## src/rtl/core/dpr_pkg.sv

```systemverilog
`default_nettype none

package dpr_pkg;

  // Payload buffer geometry
  localparam int BUF_DEPTH = 512;
  localparam int ADDR_W    = $clog2(BUF_DEPTH);

  // Command queue between front and back
  localparam int CMD_DEPTH = 4;
  localparam int CMD_PTR_W = $clog2(CMD_DEPTH);

  // Register reset
  localparam logic [8:0] MAX_PAYLOAD_RST = 9'd399;

  // Protocol characters
  localparam logic [7:0] CH_DOLLAR = 8'h24;
  localparam logic [7:0] CH_HASH   = 8'h23;
  localparam logic [7:0] CH_PLUS   = 8'h2B;
  localparam logic [7:0] CH_MINUS  = 8'h2D;
  localparam logic [7:0] CH_COLON  = 8'h3A;

  // Input op codes
  localparam logic OP_RX   = 1'b0;
  localparam logic OP_READ = 1'b1;

  typedef enum logic [1:0] {
    PH_HUNT    = 2'd0,
    PH_PAYLOAD = 2'd1,
    PH_HIGH    = 2'd2,
    PH_LOW     = 2'd3
  } phase_t;

  typedef enum logic [1:0] {
    CMD_WRITE = 2'd0,
    CMD_READ  = 2'd1,
    CMD_NACK  = 2'd2,
    CMD_ACK   = 2'd3
  } cmd_kind_t;

  typedef struct packed {
    logic       op;
    logic [7:0] rx_byte;
    logic [8:0] read_index;
  } in_item_t;

  typedef struct packed {
    logic       tx_valid;
    logic [7:0] tx_char;
    logic       packet_ready;
    logic [1:0] payload_start;
    logic [8:0] payload_length;
    logic [7:0] read_data;
    logic       last;
  } out_item_t;

  // One classified item from the front to the back
  typedef struct packed {
    cmd_kind_t  kind;
    logic       seq;
    logic [8:0] addr;
    logic [7:0] data;
    logic [8:0] len;
    logic [7:0] seq0;
    logic [7:0] seq1;
  } cmd_t;

  // Hex digit value; an invalid digit is -1 modulo 256
  function automatic logic [7:0] digit_value(input logic [7:0] c);
    logic [7:0] v;
    v = 8'hFF;
    if (c inside {[8'h61:8'h66]}) begin
      v = c - 8'h61 + 8'd10;
    end else if (c inside {[8'h30:8'h39]}) begin
      v = c - 8'h30;
    end else if (c inside {[8'h41:8'h46]}) begin
      v = c - 8'h41 + 8'd10;
    end
    return v;
  endfunction

  // Position lies inside the payload buffer
  function automatic logic idx_in_buf(input logic [8:0] idx);
    return 32'(idx) < BUF_DEPTH;
  endfunction

endpackage

`default_nettype wire

```

## src/rtl/core/dpr_cmd_fifo.sv

```systemverilog
`default_nettype none

module dpr_cmd_fifo
  import dpr_pkg::*;
(
  input  wire logic clk,
  input  wire logic rst_n,
  input  wire logic push,
  input  wire cmd_t wr_cmd,
  output logic      full,
  input  wire logic pop,
  output cmd_t      rd_cmd,
  output logic      empty
);

  cmd_t                 slot_r [CMD_DEPTH];
  logic [CMD_PTR_W-1:0] wr_ptr_r, rd_ptr_r;
  logic [CMD_PTR_W:0]   cnt_r;
  logic                 do_push, do_pop;

  assign full    = (32'(cnt_r) == CMD_DEPTH);
  assign empty   = (cnt_r == '0);
  assign do_push = push && !full;
  assign do_pop  = pop && !empty;
  assign rd_cmd  = slot_r[rd_ptr_r];

  // Store the item at the write pointer
  always_ff @(posedge clk) begin
    if (do_push) slot_r[wr_ptr_r] <= wr_cmd;
  end

  // Advance pointers and fill count
  always_ff @(posedge clk) begin
    if (!rst_n) begin
      wr_ptr_r <= '0;
      rd_ptr_r <= '0;
      cnt_r    <= '0;
    end else begin
      if (do_push) begin
        wr_ptr_r <= (32'(wr_ptr_r) == CMD_DEPTH - 1) ? '0 : wr_ptr_r + 1'b1;
      end
      if (do_pop) begin
        rd_ptr_r <= (32'(rd_ptr_r) == CMD_DEPTH - 1) ? '0 : rd_ptr_r + 1'b1;
      end
      if (do_push && !do_pop) begin
        cnt_r <= cnt_r + 1'b1;
      end else if (do_pop && !do_push) begin
        cnt_r <= cnt_r - 1'b1;
      end
    end
  end

endmodule

`default_nettype wire

```

## config.mk

```make
export PLATFORM = sky130hd
export DESIGN_NAME = dpr_cmd_fifo
export DESIGN_NICKNAME = d
export VERILOG_FILES = /design/src/rtl/core/dpr_pkg.sv /design/src/rtl/core/dpr_cmd_fifo.sv
export SDC_FILE = /design/constraint.sdc
export NUM_CORES = 1
export LEC_CHECK = 0
export ABC_AREA = 1
export BUFFER_PORTS_ARGS = -buffer_cell sky130_fd_sc_hd__buf_2
export CAP_MARGIN = 20
export CORE_MARGIN = 2
export CORE_UTILIZATION = 64
export CTS_BUF_LIST = sky130_fd_sc_hd__clkbuf_2 sky130_fd_sc_hd__clkbuf_4 sky130_fd_sc_hd__clkbuf_8
export CTS_CLUSTER_SIZE = 14
export DETAILED_ROUTE_END_ITERATION = 8
export PLACE_DENSITY = 0.91
export SKIP_LAST_GASP = 1
export SLEW_MARGIN = 20
export SYNTH_ARGS = -nofsm -noshare
export SYNTH_HDL_FRONTEND = slang
export SYNTH_SLANG_ARGS = --single-unit
```

## constraint.sdc

```tcl
create_clock -name clk -period 5.3 [get_ports clk]
set_clock_uncertainty 0.2 [all_clocks]
set_input_delay 1.325 -clock clk [delete_from_list [all_inputs] [get_ports clk]]
set_output_delay 1.325 -clock clk [all_outputs]
set_load 0.02 [all_outputs]
```

==> flow_metrics.env <==
export IMPL_synth_top_area_share_pct=73.99
export IMPL_placementRows=39
export IMPL_core_area_um2=11270
export IMPL_cp_cell_sequence="clkinv_2 -> o21ai_1 -> o22ai_1 -> buf_2"
export IMPL_status="finished, final reports clean"
export IMPL_crit_fanout=46
export IMPL_synth_area_top_cells="edfxtp_1 74%, nor2_1 5.5%, o21ai_1 4.1%, o22ai_1 3.9%, dfxtp_1 2.5%"
export IMPL_fillers=677
export IMPL_fmax_mhz=222.1
export IMPL_wl_per_cell_um=19.48
export IMPL_drcViolationCount=0
export IMPL_syn_num_nets=563
export IMPL_required_ns=3.77
export IMPL_drt_wl_total_um=14670
export IMPL_cp_data_arrival_time_ns=2.98
export IMPL_drt_iter0_drc=458
export IMPL_drive_above_1_share_pct=22.79
export IMPL_tightest_slew_ns=1.064
export IMPL_p_leak_nw=2.902
export IMPL_cpMaxStageDelayCell="dfxtp_2"
export IMPL_post_place_cells=721
export IMPL_cts_tree="done"
export IMPL_clk_latency_ns=0.45
export IMPL_avgSynthCellArea_um2=14.41
export IMPL_grt_pass1_vias=4570
export IMPL_seq_area_um2=5590
export IMPL_final_setup_tns_ns=0
export IMPL_viasPerCell=5.995
export IMPL_netlist_instances=507
export IMPL_antenna_found_initial=1
export IMPL_n_antenna_cell=0
export IMPL_yosysWarnings=0
export IMPL_floorplan_initialDensity_pct=64.81
export IMPL_io_buffers=95
export IMPL_min_period_ns=4.503
export IMPL_ys_types=22
export IMPL_grt_max_degree=92
export IMPL_final_nets=654
export IMPL_htreeDepth=4
export IMPL_dieArea_um2=12290
export IMPL_critPathKind="flip-flop to output port"
export IMPL_die_w_um=110.8
export IMPL_clock_root_buffer="clkbuf_8"
export IMPL_clockBufferDepth=2
export IMPL_instances_no_fill=753
export IMPL_place_congestion=0.7805
export IMPL_track_usage_pct=24.31
export IMPL_min_path_type="flip-flop to flip-flop"
export IMPL_drv_slew=0
export IMPL_final_setup_viol_count=0
export IMPL_areaGrowthSynthToFinish_pct=11.30
export IMPL_post_cts_buffers=0
export IMPL_ys_ff_latch=189
export IMPL_path_clk_slew_ns=0.09
export IMPL_grt_pass1_wl_um=22620
export IMPL_cts_buffers=17
export IMPL_pre_cts_slack_ns=1.365
export IMPL_drt_first_pass_iters=6
export IMPL_overflow=0
export IMPL_power_density_nw_per_um2=503.5
export IMPL_fin_util_pct=72.14
export IMPL_cts_resized=0
export IMPL_fp_dieH_um=110.8
export IMPL_vdd_drop_max_v=0.0003015
export IMPL_hpwl_um=8443
export IMPL_ys_seq_area_share_pct=76.45
export IMPL_hold_buffers=0
export IMPL_hold_viol=0
export IMPL_netlist_area_um2=7306
export IMPL_antenna_left=0
export IMPL_max_slew_margin_pct=28.89
export IMPL_num_vias=4514
export IMPL_clkSinkCount=189
export IMPL_ios=96
export IMPL_finalWorstSetupSlack_ns=0.7970
export IMPL_synth_top_area_cell="edfxtp_1"
export IMPL_multi_input_area_um2=1356
export IMPL_fin_total_pwr_w=0.004094
export IMPL_period_share_pct=84.96
export IMPL_rsz0062_at_grt="no"
export IMPL_cpPeakStageDelay_ns=0.91
export IMPL_timing_critical_path_from_type="flip-flop"
export IMPL_endpoint_kind="output port"
export IMPL_cap_violations=0
[cell type report]
cell class	count	share of cell area (%)
Timing Repair Buffer	100	6.555
Sequential cell	189	68.75
Multi-Input combinational cell	271	16.68
Clock inverter	12	1.708
Tap cell	143	2.200
Inverter	19	1.046
Clock buffer	19	3.062
[synth_stat cells]
| master | instances |
|---|---|
| edfxtp_1 | 180 |
| nor2_1 | 107 |
| o21ai_1 | 60 |
| o22ai_1 | 45 |
| o21ai_0 | 32 |
| inv_1 | 17 |
| nand2_1 | 14 |
| dfxtp_1 | 9 |
| buf_2 | 8 |
| buf_6 | 7 |
| ha_1 | 6 |
| buf_12 | 5 |
| buf_4 | 4 |
| buf_8 | 4 |
| a21oi_1 | 2 |
| clkinv_2 | 1 |
| fa_1 | 1 |
| inv_12 | 1 |
| nand2_2 | 1 |
| nand3_1 | 1 |
| nand3b_1 | 1 |
| nand4_1 | 1 |
[placed cells by master, fill, tap and decap left out]
cell type,Yosys,routed
edfxtp_1,180,180
nor2_1,107,103
buf_2,8,95
o21ai_1,60,60
o22ai_1,45,45
o21ai_0,32,32
inv_1,17,17
clkbuf_8,0,17
nand2_1,14,14
dfxtp_1,9,7
ha_1,6,6
nor2_4,0,4
buf_4,4,4
inv_6,0,3
clkinv_2,1,2
a21oi_1,2,2
clkinvlp_4,0,2
clkbuf_4,0,2
clkinv_4,0,2
bufinv_16,0,2
nand2_2,1,1
inv_12,1,1
nand3b_1,1,1
nand3_1,1,1
nand4_1,1,1
fa_1,1,1
dfxtp_4,0,1
dfxtp_2,0,1
inv_8,0,1
clkinv_1,0,1
buf_16,0,1
[per-stage QoR]
step | hold WS [ns] | cell area, um2
floorplan | 0.2801 | 7306
global placement | 0.2926 | 7716
detailed placement | 0.3258 | 7716
CTS | 0.3395 | 8104
global route | 0.3708 | 8132
finish | 0.3326 | 8132
[final timing paths]
kind | startpoint | depth (start not counted) | slack, ns | endpoint
setup / recovery | flip-flop | 4 | 0.80 | rd_cmd[10]
hold / removal | cnt_r[0] | 2 | 0.33 | cnt_r[0]
setup reg to reg | cnt_r[0] | 5 | 2.75 | slot_r[2][23]
hold reg to reg | cnt_r[0] | 2 | 0.33 | cnt_r[0]
[layer usage]
layer / GRT usage, % / wire [um] / share of wire [%] / vias up
met5: 0 / 11 / 0.075 / -
li1: - / - / - / 2050
met1: 29.98 / 5490 / 37 / 2207
met4: 13.08 / 386 / 2.6 / 2
met3: 6.506 / 1171 / 8.0 / 31
met2: 39.67 / 7608 / 52 / 224
[worst max-delay path, delay by kind of cell, from the launching register on]
kind	cells	cell delay (ns)
buf+inv	2	1.02
flops	1	0.91
compound gates	2	0.56
[power by group]
group	leakage [nW]	switching (W)	internal, W
Sequential	1.72	0.000151	0.00182
Combinational	0.984	0.000830	0.000370
Clock	0.193	0.000487	0.000433
Total	2.90	0.00147	0.00263
[logic make-up after synthesis]
logic type	share of synthesized area (%)
AND/OR/NAND/NOR	6.559
adder cells (fa/ha/maj)	1.302
AO/OA/AOI/OAI	10.29
buffers and inverters	5.395
flip-flops	76.45
[sequential cells by signal (all words and copies together) (netlist names), named ones only]
name,flops
rd_ptr_r,2
slot_r,180
cnt_r,3
wr_ptr_r,2
No activity file was read; power rests on OpenSTA's default activity.
