<file path="src/rtl/core/dpr_pkg.sv">
`default_nettype none

package dpr_pkg;

  // Payload buffer geometry
  localparam int BUF_DEPTH = 512;
  localparam int ADDR_W    = $clog2(BUF_DEPTH);

  // Command queue between front and back
  localparam int CMD_DEPTH = 4;
  localparam int CMD_PTR_W = $clog2(CMD_DEPTH);

  // Register reset
  localparam logic [8:0] MAX_PAYLOAD_RST = 9'd399;

  // Protocol characters
  localparam logic [7:0] CH_DOLLAR = 8'h24;
  localparam logic [7:0] CH_HASH   = 8'h23;
  localparam logic [7:0] CH_PLUS   = 8'h2B;
  localparam logic [7:0] CH_MINUS  = 8'h2D;
  localparam logic [7:0] CH_COLON  = 8'h3A;

  // Input op codes
  localparam logic OP_RX   = 1'b0;
  localparam logic OP_READ = 1'b1;

  typedef enum logic [1:0] {
    PH_HUNT    = 2'd0,
    PH_PAYLOAD = 2'd1,
    PH_HIGH    = 2'd2,
    PH_LOW     = 2'd3
  } phase_t;

  typedef enum logic [1:0] {
    CMD_WRITE = 2'd0,
    CMD_READ  = 2'd1,
    CMD_NACK  = 2'd2,
    CMD_ACK   = 2'd3
  } cmd_kind_t;

  typedef struct packed {
    logic       op;
    logic [7:0] rx_byte;
    logic [8:0] read_index;
  } in_item_t;

  typedef struct packed {
    logic       tx_valid;
    logic [7:0] tx_char;
    logic       packet_ready;
    logic [1:0] payload_start;
    logic [8:0] payload_length;
    logic [7:0] read_data;
    logic       last;
  } out_item_t;

  // One classified item from the front to the back
  typedef struct packed {
    cmd_kind_t  kind;
    logic       seq;
    logic [8:0] addr;
    logic [7:0] data;
    logic [8:0] len;
    logic [7:0] seq0;
    logic [7:0] seq1;
  } cmd_t;

  // Hex digit value; an invalid digit is -1 modulo 256
  function automatic logic [7:0] digit_value(input logic [7:0] c);
    logic [7:0] v;
    v = 8'hFF;
    if (c inside {[8'h61:8'h66]}) begin
      v = c - 8'h61 + 8'd10;
    end else if (c inside {[8'h30:8'h39]}) begin
      v = c - 8'h30;
    end else if (c inside {[8'h41:8'h46]}) begin
      v = c - 8'h41 + 8'd10;
    end
    return v;
  endfunction

  // Position lies inside the payload buffer
  function automatic logic idx_in_buf(input logic [8:0] idx);
    return 32'(idx) < BUF_DEPTH;
  endfunction

endpackage

`default_nettype wire

</file>
<file path="src/rtl/core/dpr_back.sv">
`default_nettype none

module dpr_back
  import dpr_pkg::*;
(
  input  wire logic      clk,
  input  wire logic      rst_n,
  input  wire logic      cmd_empty,
  input  wire cmd_t      cmd,
  output logic           cmd_pop,
  output logic           empty,
  input  wire logic      pop,
  output out_item_t      out_item
);

  logic [7:0]  mem [BUF_DEPTH];
  logic [7:0]  rd_data_r;

  logic        s1_valid_r;
  cmd_t        s1_r;
  logic [1:0]  s1_step_r;
  logic        s1_inbuf_r;

  logic        out_valid_r;
  out_item_t   out_r;

  logic        out_free;
  logic        s1_emit;
  logic        s1_final;
  logic        s1_free;
  logic        s1_load;
  logic        is_write;
  logic        mem_we;
  out_item_t   res;

  assign is_write = (cmd.kind == CMD_WRITE);
  assign out_free = !out_valid_r || pop;
  assign s1_emit  = s1_valid_r && out_free;
  assign s1_final = !(s1_r.kind == CMD_ACK && s1_r.seq) || (s1_step_r == 2'd2);
  assign s1_free  = !s1_valid_r || (s1_emit && s1_final);
  assign cmd_pop  = !cmd_empty && (is_write || s1_free);
  assign s1_load  = cmd_pop && !is_write;
  assign mem_we   = cmd_pop && is_write;

  // Payload buffer: write in queue order, registered read
  always_ff @(posedge clk) begin
    if (mem_we) mem[ADDR_W'(cmd.addr)] <= cmd.data;
  end

  always_ff @(posedge clk) begin
    if (s1_load && cmd.kind == CMD_READ) rd_data_r <= mem[ADDR_W'(cmd.addr)];
  end

  // Hold the command being carried out
  always_ff @(posedge clk) begin
    if (s1_load) begin
      s1_r       <= cmd;
      s1_inbuf_r <= idx_in_buf(cmd.addr);
    end
  end

  always_ff @(posedge clk) begin
    if (!rst_n) begin
      s1_valid_r <= 1'b0;
      s1_step_r  <= 2'd0;
    end else begin
      if (s1_load) begin
        s1_valid_r <= 1'b1;
        s1_step_r  <= 2'd0;
      end else if (s1_emit && s1_final) begin
        s1_valid_r <= 1'b0;
        s1_step_r  <= 2'd0;
      end else if (s1_emit) begin
        s1_step_r  <= s1_step_r + 2'd1;
      end
    end
  end

  // Build the result for the current step
  always_comb begin
    res = '0;
    case (s1_r.kind)
      CMD_READ: begin
        res.read_data = s1_inbuf_r ? rd_data_r : 8'd0;
        res.last      = 1'b1;
      end
      CMD_NACK: begin
        res.tx_valid = 1'b1;
        res.tx_char  = CH_MINUS;
        res.last     = 1'b1;
      end
      CMD_ACK: begin
        res.tx_valid       = 1'b1;
        res.packet_ready   = 1'b1;
        res.payload_length = s1_r.len;
        res.payload_start  = s1_r.seq ? 2'd3 : 2'd0;
        res.last           = s1_final;
        case (s1_step_r)
          2'd1:    res.tx_char = s1_r.seq0;
          2'd2:    res.tx_char = s1_r.seq1;
          default: res.tx_char = CH_PLUS;
        endcase
      end
      default: begin
        res = '0;
      end
    endcase
  end

  // Output register parts the back from the result consumer
  always_ff @(posedge clk) begin
    if (s1_emit) out_r <= res;
  end

  always_ff @(posedge clk) begin
    if (!rst_n) begin
      out_valid_r <= 1'b0;
    end else if (s1_emit) begin
      out_valid_r <= 1'b1;
    end else if (pop) begin
      out_valid_r <= 1'b0;
    end
  end

  assign empty    = !out_valid_r;
  assign out_item = out_r;

  // A step past the first belongs only to a sequenced acknowledge
  a_step_seq: assert property (@(posedge clk) disable iff (!rst_n)
    (s1_step_r != 2'd0) |-> (s1_valid_r && s1_r.kind == CMD_ACK && s1_r.seq))
    else $error("step counter outside sequenced acknowledge");

  // A buffer write never loads the execute stage
  a_write_noload: assert property (@(posedge clk) disable iff (!rst_n)
    mem_we |-> !s1_load)
    else $error("write command loaded the execute stage");

  // A ready packet result is always something to transmit
  a_ready_tx: assert property (@(posedge clk) disable iff (!rst_n)
    (out_valid_r && out_r.packet_ready) |-> out_r.tx_valid)
    else $error("packet result without transmit");

  // The execute stage never drops its command while the output stalls
  a_s1_hold: assert property (@(posedge clk) disable iff (!rst_n)
    (s1_valid_r && !out_free) |=> s1_valid_r)
    else $error("execute stage lost a stalled command");

endmodule

`default_nettype wire

</file>
<file path="config.mk">
export PLATFORM = sky130hd
export DESIGN_NAME = dpr_back
export DESIGN_NICKNAME = d
export VERILOG_FILES = /design/src/rtl/core/dpr_pkg.sv /design/src/rtl/core/dpr_back.sv
export SDC_FILE = /design/constraint.sdc
export NUM_CORES = 2
export LEC_CHECK = 0
export BUFFER_PORTS_ARGS = -buffer_cell sky130_fd_sc_hd__buf_2
export CAP_MARGIN = 40
export CORE_ASPECT_RATIO = 1.2
export CORE_MARGIN = 1
export CORE_UTILIZATION = 34
export DETAILED_ROUTE_END_ITERATION = 7
export PLACE_DENSITY = 0.6
export SYNTH_ARGS = -nofsm -noshare
export SYNTH_HDL_FRONTEND = slang
export SYNTH_SLANG_ARGS = --single-unit
</file>
<file path="constraint.sdc">
create_clock -name clk -period 5.7 [get_ports clk]
set_clock_uncertainty 0.1 [all_clocks]
set_input_delay 0.57 -clock clk [delete_from_list [all_inputs] [get_ports clk]]
set_output_delay 0.57 -clock clk [all_outputs]
set_load 0.005 [all_outputs]
</file>
==> impl_metrics.tcl <==
set metrics [dict create \
    cts_buffer_depth 4 \
    synth_ff_type "edfxtp_1" \
    power_density_nw_per_um2 341.3 \
    grt_antenna_before_repair 41 \
    place.gp.congestion 0.8537 \
    first_iter_violations 9491 \
    clk_latency_ps 1000 \
    critPathCaptureType "flop" \
    grt_start_max_net_pins 206 \
    p_seq_share_pct 53.7 \
    synth.avg_cell_area_um2 20.72 \
    fin_setup_tns_ps 0 \
    die_h_um 755.4 \
    dr_wl_met3_mm 36.27 \
    path_class "in -> reg" \
    viasPerCell 5.541 \
    hold_path.class "in -> reg" \
    pwr-share-clk_pct 41.6 \
    critPathLaunchType "input port" \
    synthTopCellsByArea "edfxtp_1 (78%), mux4_2 (11%), mux2i_1 (3.0%)" \
    max_freq_mhz 230.6 \
    grt_pass1_vias 82800 \
    slowest_stage "a2111oi_0" \
    crit_cells 8 \
    ir_worst_vdd_mv 0.2347 \
    yosys_warnings 0 \
    hold_viol 0 \
    leakagePower_nw 57.38 \
    numClockSinks 4165 \
    netlist_area_um2 160800 \
    dp_hpwl_mm 288.3 \
    slowest_delay_ps 840 \
    filler_cell_count 41790 \
    drc 0 \
    path_clk_slew_ps 60 \
    via_count 81910 \
    crit_arrival_ps 4930 \
    overflow 0 \
    cts_setup_buffers 0 \
    core_um2 471000 \
    p_comb_share_pct 4.7 \
    io_buffers 80 \
    fin_crit_sh_pct 76.07 \
    hold_depth 1 \
    syn_nets 7816 \
    synth_top_area_share_pct 77.69 \
    swShare_pct 21.35 \
    highest_layer "met5" \
    p_int_mw 49.42 \
    async_flop_share_pct 0 \
    finish.net_count 8251 \
    cts_root_buf "clkbuf_16" \
    die_area_um2 475800 \
    grt_pass1_wl_mm 633.3 \
    synth_seq_area_share_pct 77.74 \
    placementRows 276 \
    yosys.area.top_type "edfxtp_1" \
    reg2regPathDepth 7 \
    worst_pin_slew_ps 1349 \
    synth-seq-cells 4165 \
    cp_max_fo 43 \
    path_cells "buf_8, buf_12, buf_12, mux4_2, a22o_1, a2111oi_0, nand4_1, or4b_1" \
    ios 81 \
    synth_edf_count 4161 \
    slew_viol_final 0 \
    wl_per_cell_um 30.56 \
    p_sw_mw 13.42 \
    postSynthCellCount 7761 \
    cpMostUsedCell "buf_12" \
    drt_wl_total_mm 451.7 \
    finalCriticalPeriod_ps 4336 \
    start_util_pct 34.15 \
    placedCellCount 14020 \
    drive_gt1_share_pct 22.07 \
    yosysMostFrequentCell "edfxtp_1" \
    relSlewSlack_pct 10.07 \
    area_growth_pct 14.48 \
    drtPass1Iterations 6 \
    final_cell_count_no_fill 14780 \
    wl_met2_mm 226.0 \
    cts-htree-levels 5 \
    tritoncts "yes" \
    wl_met1_mm 169.5 \
    drtAntennaViolNets 0 \
    setup_violations 0 \
    cts_made_buffers 394 \
    die_w_um 629.9 \
    path_buf_inv 3 \
    groute.usage.overall_pct 18.49 \
    max_cap_viol_count 0 \
    status "finished, final reports clean" \
    cp_top_family "simple AND/OR/NAND/NOR gates" \
    cts_hold_buf 34 \
    rsz0062_at_grt "no" \
    cts_resized 0 \
    synthTopCellsByCount "edfxtp_1 (4161), mux4_2 (776), nor2_1 (567)" \
    ys_types 73 \
    crit_required_ps 6290 \
]
[layout make-up]
cell class                      instances  area, µm²  area share, %
Tap cell                             6255       7826          4.251
Clock buffer                          490      10330          5.608
Multi-Input combinational cell       3101      33500          18.19
Inverter                                9      36.28        0.01971
Clock inverter                        224       2300          1.249
Timing Repair Buffer                  525       5077          2.758
Antenna cell                           13      32.53        0.01767
Sequential cell                      4165     125000          67.91
[per-layer routing]
| metal | track usage, % | vias up |
|---|---|---|
| li1 | - | 33300 |
| met1 | 23.50 | 43890 |
| met2 | 31.64 | 3942 |
| met3 | 2.881 | 774 |
| met4 | 7.437 | 12 |
| met5 | 0 | - |
[registers in the layout (all words and copies together), names as in the netlist]
| name | flops |
|---|---|
| mem | 4096 |
| out_item | 29 |
| s1_r | 28 |
| rd_data_r | 8 |
| s1_step_r | 2 |
| out_valid_r | 1 |
| s1_valid_r | 1 |
[stage by stage]
stage	util, %	power [mW]	instance area, µm²	setup slack (ps)	hold slack [ps]
after floorplan	-	35.83	160800	350.9	346.4
after global placement	36.11	37.29	170100	170.4	368.1
after detailed placement	36.32	37.37	171100	485.0	405.7
after CTS	39.07	63.17	184000	1506	4.688
after global routing	39.08	64.29	184100	1223	28.47
final	39.09	62.84	184100	1364	9.027
[layout by cell type, fill, tap and decap left out, types with 15 or more instances in the layout]
cell	instances
a21oi_1	74
a31oi_1	27
and3_1	32
a22oi_1	246
buf_4	308
nor2_1	563
o22ai_1	140
mux4_1	15
nor3_1	24
clkinv_2	68
mux2i_1	488
nand2_1	110
clkbuf_16	399
clkinv_1	85
nand4_1	30
bufinv_16	40
and2_1	23
dlygate4sd3_1	35
mux4_2	776
nand3_1	97
edfxtp_1	4161
buf_2	82
nor2b_1	19
o21ai_0	38
a32oi_1	30
a221oi_1	90
clkbuf_1	91
a22o_1	35
nor4_1	42
nand2_4	15
buf_12	71
[power groups by stage]
stage / registers (mW) / clock network [mW] / logic (mW)
detailed placement: 34.4 / 0 / 2.95
finish: 33.8 / 26.1 / 2.96
global placement: 34.4 / 0 / 2.88
CTS: 33.8 / 26.4 / 2.97
floorplan: 34.4 / 0 / 1.43
global route: 33.7 / 27.5 / 3.06
[path summary, 6_finish.rpt]
kind                                   from            to  slack [ps]
worst max register to register  mem[209][4]  rd_data_r[4]        1530
worst min register to register     s1_r[18]  out_item[11]         410
worst max-delay path                cmd[33]  rd_data_r[2]        1360
worst min-delay path                cmd[31]   mem[272][6]           9
[cells by family (layout without fill, tap and decap cells)]
group / count (synthesis) / after routing / share of synthesized area [%]
DFF: 4165 / 4165 / 77.74
muxes: 1288 / 1288 / 14.21
and+or+nand+nor: 1050 / 1050 / 2.998
AOI/OAI and AO/OA: 756 / 756 / 3.382
buffers and inverters: 495 / 1248 / 1.621
adders and majority gates: 6 / 6 / 0.04667
xor gates and xnor gates: 1 / 1 / 0.005446
other: 0 / 13 / 0
Power figures use the tool's default switching activity.
