`src/rtl/core/dpr_pkg.sv`:
```
`default_nettype none

package dpr_pkg;

  // Payload buffer geometry
  localparam int BUF_DEPTH = 512;
  localparam int ADDR_W    = $clog2(BUF_DEPTH);

  // Command queue between front and back
  localparam int CMD_DEPTH = 4;
  localparam int CMD_PTR_W = $clog2(CMD_DEPTH);

  // Register reset
  localparam logic [8:0] MAX_PAYLOAD_RST = 9'd399;

  // Protocol characters
  localparam logic [7:0] CH_DOLLAR = 8'h24;
  localparam logic [7:0] CH_HASH   = 8'h23;
  localparam logic [7:0] CH_PLUS   = 8'h2B;
  localparam logic [7:0] CH_MINUS  = 8'h2D;
  localparam logic [7:0] CH_COLON  = 8'h3A;

  // Input op codes
  localparam logic OP_RX   = 1'b0;
  localparam logic OP_READ = 1'b1;

  typedef enum logic [1:0] {
    PH_HUNT    = 2'd0,
    PH_PAYLOAD = 2'd1,
    PH_HIGH    = 2'd2,
    PH_LOW     = 2'd3
  } phase_t;

  typedef enum logic [1:0] {
    CMD_WRITE = 2'd0,
    CMD_READ  = 2'd1,
    CMD_NACK  = 2'd2,
    CMD_ACK   = 2'd3
  } cmd_kind_t;

  typedef struct packed {
    logic       op;
    logic [7:0] rx_byte;
    logic [8:0] read_index;
  } in_item_t;

  typedef struct packed {
    logic       tx_valid;
    logic [7:0] tx_char;
    logic       packet_ready;
    logic [1:0] payload_start;
    logic [8:0] payload_length;
    logic [7:0] read_data;
    logic       last;
  } out_item_t;

  // One classified item from the front to the back
  typedef struct packed {
    cmd_kind_t  kind;
    logic       seq;
    logic [8:0] addr;
    logic [7:0] data;
    logic [8:0] len;
    logic [7:0] seq0;
    logic [7:0] seq1;
  } cmd_t;

  // Hex digit value; an invalid digit is -1 modulo 256
  function automatic logic [7:0] digit_value(input logic [7:0] c);
    logic [7:0] v;
    v = 8'hFF;
    if (c inside {[8'h61:8'h66]}) begin
      v = c - 8'h61 + 8'd10;
    end else if (c inside {[8'h30:8'h39]}) begin
      v = c - 8'h30;
    end else if (c inside {[8'h41:8'h46]}) begin
      v = c - 8'h41 + 8'd10;
    end
    return v;
  endfunction

  // Position lies inside the payload buffer
  function automatic logic idx_in_buf(input logic [8:0] idx);
    return 32'(idx) < BUF_DEPTH;
  endfunction

endpackage

`default_nettype wire

```
`src/rtl/core/dpr_front.sv`:
```
`default_nettype none

module dpr_front
  import dpr_pkg::*;
(
  input  wire logic       clk,
  input  wire logic       rst_n,
  input  wire logic       push,
  output logic            full,
  input  wire in_item_t   in_item,
  input  wire logic       cfg_we,
  input  wire logic [8:0] cfg_wdata,
  output logic            cmd_push,
  output cmd_t            cmd,
  input  wire logic       cmd_full
);

  phase_t      phase_r, phase_nxt;
  logic [7:0]  sum_r, sum_nxt;
  logic [8:0]  count_r, count_nxt;
  logic [7:0]  high_r, high_nxt;
  logic [7:0]  seq0_r, seq0_nxt;
  logic [7:0]  seq1_r, seq1_nxt;
  logic [7:0]  seq2_r, seq2_nxt;
  logic [8:0]  max_r;

  logic        accept;
  logic [7:0]  b;
  logic [7:0]  dv;
  logic [7:0]  sent;
  logic [8:0]  limit;
  logic [8:0]  count_inc;
  logic        seq_hit;

  // Accept whenever the command queue has room
  assign full      = cmd_full;
  assign accept    = push && !cmd_full;
  assign b         = in_item.rx_byte;
  assign dv        = digit_value(b);
  assign sent      = high_r + dv;
  assign limit     = (max_r == 9'd0) ? 9'd1 : max_r;
  assign count_inc = count_r + 9'd1;
  assign seq_hit   = (count_r >= 9'd3) && (seq2_r == CH_COLON);

  // Next state of the packet parser
  always_comb begin
    phase_nxt = phase_r;
    sum_nxt   = sum_r;
    count_nxt = count_r;
    high_nxt  = high_r;
    seq0_nxt  = seq0_r;
    seq1_nxt  = seq1_r;
    seq2_nxt  = seq2_r;
    if (accept && in_item.op == OP_RX) begin
      case (phase_r)
        PH_HUNT: begin
          if (b == CH_DOLLAR) begin
            phase_nxt = PH_PAYLOAD;
            sum_nxt   = 8'd0;
            count_nxt = 9'd0;
          end
        end
        PH_PAYLOAD: begin
          if (b == CH_DOLLAR) begin
            sum_nxt   = 8'd0;
            count_nxt = 9'd0;
          end else if (b == CH_HASH) begin
            phase_nxt = PH_HIGH;
          end else begin
            sum_nxt   = sum_r + b;
            count_nxt = count_inc;
            // shadow the first three stored bytes for the sequence check
            if (count_r == 9'd0) seq0_nxt = b;
            if (count_r == 9'd1) seq1_nxt = b;
            if (count_r == 9'd2) seq2_nxt = b;
            if (count_inc >= limit) phase_nxt = PH_HUNT;
          end
        end
        PH_HIGH: begin
          high_nxt  = {dv[3:0], 4'h0};
          phase_nxt = PH_LOW;
        end
        default: begin
          phase_nxt = PH_HUNT;
        end
      endcase
    end
  end

  // Classify the accepted item into a command
  always_comb begin
    cmd_push = 1'b0;
    cmd      = '0;
    cmd.len  = count_r;
    cmd.seq0 = seq0_r;
    cmd.seq1 = seq1_r;
    if (accept) begin
      if (in_item.op == OP_READ) begin
        cmd_push = 1'b1;
        cmd.kind = CMD_READ;
        cmd.addr = in_item.read_index;
      end else begin
        case (phase_r)
          PH_PAYLOAD: begin
            if (b != CH_DOLLAR && b != CH_HASH && idx_in_buf(count_r)) begin
              cmd_push = 1'b1;
              cmd.kind = CMD_WRITE;
              cmd.addr = count_r;
              cmd.data = b;
            end
          end
          PH_LOW: begin
            cmd_push = 1'b1;
            if (sent != sum_r) begin
              cmd.kind = CMD_NACK;
            end else begin
              cmd.kind = CMD_ACK;
              cmd.seq  = seq_hit;
            end
          end
          default: begin
            cmd_push = 1'b0;
          end
        endcase
      end
    end
  end

  // Parser registers
  always_ff @(posedge clk) begin
    if (!rst_n) begin
      phase_r <= PH_HUNT;
      sum_r   <= 8'd0;
      count_r <= 9'd0;
      high_r  <= 8'd0;
    end else begin
      phase_r <= phase_nxt;
      sum_r   <= sum_nxt;
      count_r <= count_nxt;
      high_r  <= high_nxt;
    end
  end

  // Sequence byte shadows
  always_ff @(posedge clk) begin
    seq0_r <= seq0_nxt;
    seq1_r <= seq1_nxt;
    seq2_r <= seq2_nxt;
  end

  // Configuration register
  always_ff @(posedge clk) begin
    if (!rst_n) begin
      max_r <= MAX_PAYLOAD_RST;
    end else if (cfg_we) begin
      max_r <= cfg_wdata;
    end
  end

endmodule

`default_nettype wire

```
`config.mk`:
```
export PLATFORM = sky130hd
export DESIGN_NAME = dpr_front
export DESIGN_NICKNAME = d
export VERILOG_FILES = /design/src/rtl/core/dpr_pkg.sv /design/src/rtl/core/dpr_front.sv
export SDC_FILE = /design/constraint.sdc
export NUM_CORES = 1
export LEC_CHECK = 0
export BUFFER_PORTS_ARGS = -buffer_cell sky130_fd_sc_hd__buf_4
export CORE_MARGIN = 2
export CORE_UTILIZATION = 41
export DETAILED_ROUTE_END_ITERATION = 7
export PLACE_DENSITY_LB_ADDON = 0.08
export SYNTH_ARGS = -nofsm -noshare
export SYNTH_HDL_FRONTEND = slang
export SYNTH_SLANG_ARGS = --single-unit
```
`constraint.sdc`:
```
create_clock -name clk -period 4.5 [get_ports clk]
set_input_delay 0.225 -clock clk [delete_from_list [all_inputs] [get_ports clk]]
set_output_delay 0.225 -clock clk [all_outputs]
set_load 0.02 [all_outputs]
```
==> impl_metrics.env <==
export IMPL_dieWidth_um=99.0
export IMPL_skew_ns=0.00919
export IMPL_drv_cap=0
export IMPL_routabilityCongestion=0.872
export IMPL_grt_pass1_wl_um=15300
export IMPL_postCtsHoldBufs=0
export IMPL_rsz0062_at_grt="no"
export IMPL_use_met3=0.0369
export IMPL_ys_seq_area_frac=0.368
export IMPL_vias_per_cell=5.50
export IMPL_outcome="finished clean"
export IMPL_cts_resized=0
export IMPL_synth_distinct_cells=62
export IMPL_drc_errors=0
export IMPL_path_class="primary input to primary output"
export IMPL_vdd_ir_drop_max_v=0.000134
export IMPL_p_per_area_nw_per_um2=217
export IMPL_ant_nets=0
export IMPL_die_area_um2=9800
export IMPL_required_ns=4.28
export IMPL_yosysWarnings=0
export IMPL_hp_class="primary input to flop"
export IMPL_clockBufferDepth=2
export IMPL_cts_tree="built"
export IMPL_synthAdderAreaFrac=0.122
export IMPL_busiest_layer="met2"
export IMPL_relSlewSlack=0.324
export IMPL_grt_overflow=0
export IMPL_synth_largest_area_cell="edfxtp_1"
export IMPL_core_area_um2=8720
export IMPL_synthMuxAreaShare=0.0216
export IMPL_numCtsBuffers=5
export IMPL_nFillCells=839
export IMPL_htreeDepth=2
export IMPL_worstHoldStart="cfg_wdata[1]"
export IMPL_diodes=0
export IMPL_syn_to_final_growth_pct=19.5
export IMPL_place_hpwl_um=7290
export IMPL_period_minus_slack_ns=4.01
export IMPL_period_share=0.892
export IMPL_yosys_area_top_type_share=0.195
export IMPL_clk_pin_slew_ns=0.11
export IMPL_grt_max_degree=36
export IMPL_port_buffers=78
export IMPL_syn_area_per_cell_um2=9.07
export IMPL_wl_per_cell_um=16.5
export IMPL_first_pass_iters=5
export IMPL_synth_edf_count=24
export IMPL_die_h_um=99.0
export IMPL_synth_compound_area_frac=0.165
export IMPL_synth_top_family_by_area="simple AND/OR/NAND/NOR gates"
export IMPL_netlist_top_cells_count="42 x nor2_1, 33 x ha_1, 32 x dfxtp_1, 32 x nand2_1, 24 x edfxtp_1"
export IMPL_drv_slew=0
export IMPL_met2_usage=0.334
export IMPL_post_cts_setup_buffers=0
export IMPL_cp_startpoint="in_item[10]"
export IMPL_antenna_found_initial=0
export IMPL_root_buffer="clkbuf_8"
export IMPL_grt_util_all_layers=0.196
export IMPL_start_util=0.424
export IMPL_critPathLaunchType="primary input"
export IMPL_synth_nets=475
export IMPL_grt_use_met1=0.254
export IMPL_finalHoldViolCount=0
export IMPL_drtIter0Drc=123
export IMPL_synthXorXnorAreaFrac=0.0544
export IMPL_synthSimpleGateAreaFrac=0.223
export IMPL_grt_pass1_vias=3004
export IMPL_yosysMostFrequentCell="nor2_1"
export IMPL_drive_gt1_frac=0.200
export IMPL_io_pins=79
export IMPL_routed_wl_um=9640
export IMPL_worstPathMaxFanout=13
export IMPL_cp_arrival_ns=3.79
export IMPL_nets=541
export IMPL_ys_async_sr_fraction=0
export IMPL_multi_input_area_um2=2170
export IMPL_end_kind="primary output"
export IMPL_clock_sinks=56
export IMPL_seq_area_um2=1360
export IMPL_worstSkewPairLatency_ns=0.32
export IMPL_power_leakage_nw=1.90
export IMPL_r2r_start="phase_r[1]"
export IMPL_tightest_slew_ns=1.01
export IMPL_max_freq_mhz=249
export IMPL_rows=34
export IMPL_synth_flop_cell="dfxtp_1"
export IMPL_finalSetupTns_ns=0
export IMPL_setup_viol=0
export IMPL_ys_seq_elements=56
export IMPL_synth_area_top_cells="edfxtp_1 19%, dfxtp_1 17%, ha_1 11%"
export IMPL_syn_instance_count=408
export IMPL_dr_total_vias=3208
export IMPL_syn_area_um2=3700
export IMPL_power_total_uw=959
## critical path: stages
cell and delay [ns]:
buf_4 0.17, inv_1 0.14, ha_1 0.23, or4b_1 0.48
o2111ai_2 0.18, o31a_2 0.27, o21ai_0 0.08, a21oi_1 0.19
ha_1 0.20, fa_1 0.44, xor2_1 0.15, or3_1 0.34
nor3_1 0.14, mux2i_1 0.12, nor2_1 0.10, and4_1 0.18
buf_4 0.14
## where the power goes
part | total [mW] | switching, mW | internal [mW] | leakage, nW
combinational | 0.124 | 0.0715 | 0.0522 | 1.38
clock | 0.298 | 0.184 | 0.114 | 0.0452
sequential | 0.537 | 0.00308 | 0.534 | 0.476
## layer usage
metal / part of all wire / up-vias / wire length [µm]
li1: - / 1589 / -
met1: 0.45 / 1526 / 4370
met2: 0.49 / 82 / 4680
met3: 0.045 / 11 / 437
met4: 0.015 / 0 / 149
met5: 0 / - / 0
## flip-flops by register name, indices dropped and copies added (netlist names)
register	cells
count_r	9
max_r	9
seq0_r	8
seq1_r	8
seq2_r	8
sum_r	8
high_r	4
phase_r	2
## cell families after synthesis
group / count (synthesis)
AOI/OAI and AO/OA: 90
buffers and inverters: 39
DFF: 56
muxes: 8
and+or+nand+nor: 157
xor gates and xnor gates: 23
adders and majority gates: 35
## cell type report
cell class                 instances  share of cell area
clock inverter                     3             0.00566
inverter                          20              0.0170
tap                              108              0.0306
timing repair buffer              78               0.132
multi-input combinational        313               0.491
clock buffer                       5              0.0156
sequential                        56               0.308
## stage by stage
| stage | util | setup WS (ns) | instances | hold WS [ns] | area, µm² |
|---|---|---|---|---|---|
| 2_1_floorplan | - | 0.985 | 408 | 0.324 | 3700 |
| 3_3_place_gp | 0.496 | 0.612 | 575 | 0.441 | 4330 |
| 3_5_place_dp | 0.496 | 0.507 | 575 | 0.446 | 4330 |
| 4_1_cts | 0.507 | 0.511 | 583 | 0.108 | 4420 |
| 5_1_grt | 0.507 | 0.236 | 583 | 0.115 | 4420 |
| 6_report | 0.507 | 0.488 | 583 | 0.116 | 4420 |
## path summary, 6_finish.rpt
path / cells past startpoint / end / slack [ns]
max: 17 / cmd[42] / 0.49
min: 3 / max_r[1] / 0.12
max reg2reg: 5 / seq0_r[4] / 1.89
min reg2reg: 2 / max_r[0] / 0.51
## layout by cell type, fill, tap and decap left out, types with 4 or more instances in the layout
master    instances
buf_4            78
nor2_1           42
ha_1             33
nand2_1          32
dfxtp_1          32
edfxtp_1         24
a21oi_1          22
inv_1            20
nor2b_1          18
o21ai_0          15
xnor2_1          14
nor3_1           12
a22oi_1           9
xor2_1            9
mux2i_1           8
nand3b_1          7
and2_1            7
a21o_1            5
a21boi_0          5
and3_1            5
nand3_1           5
nor4_1            5
nand2b_1          5
o211ai_1          5
clkbuf_8          5
a211oi_1          4
(Power assumes the default switching activity.)
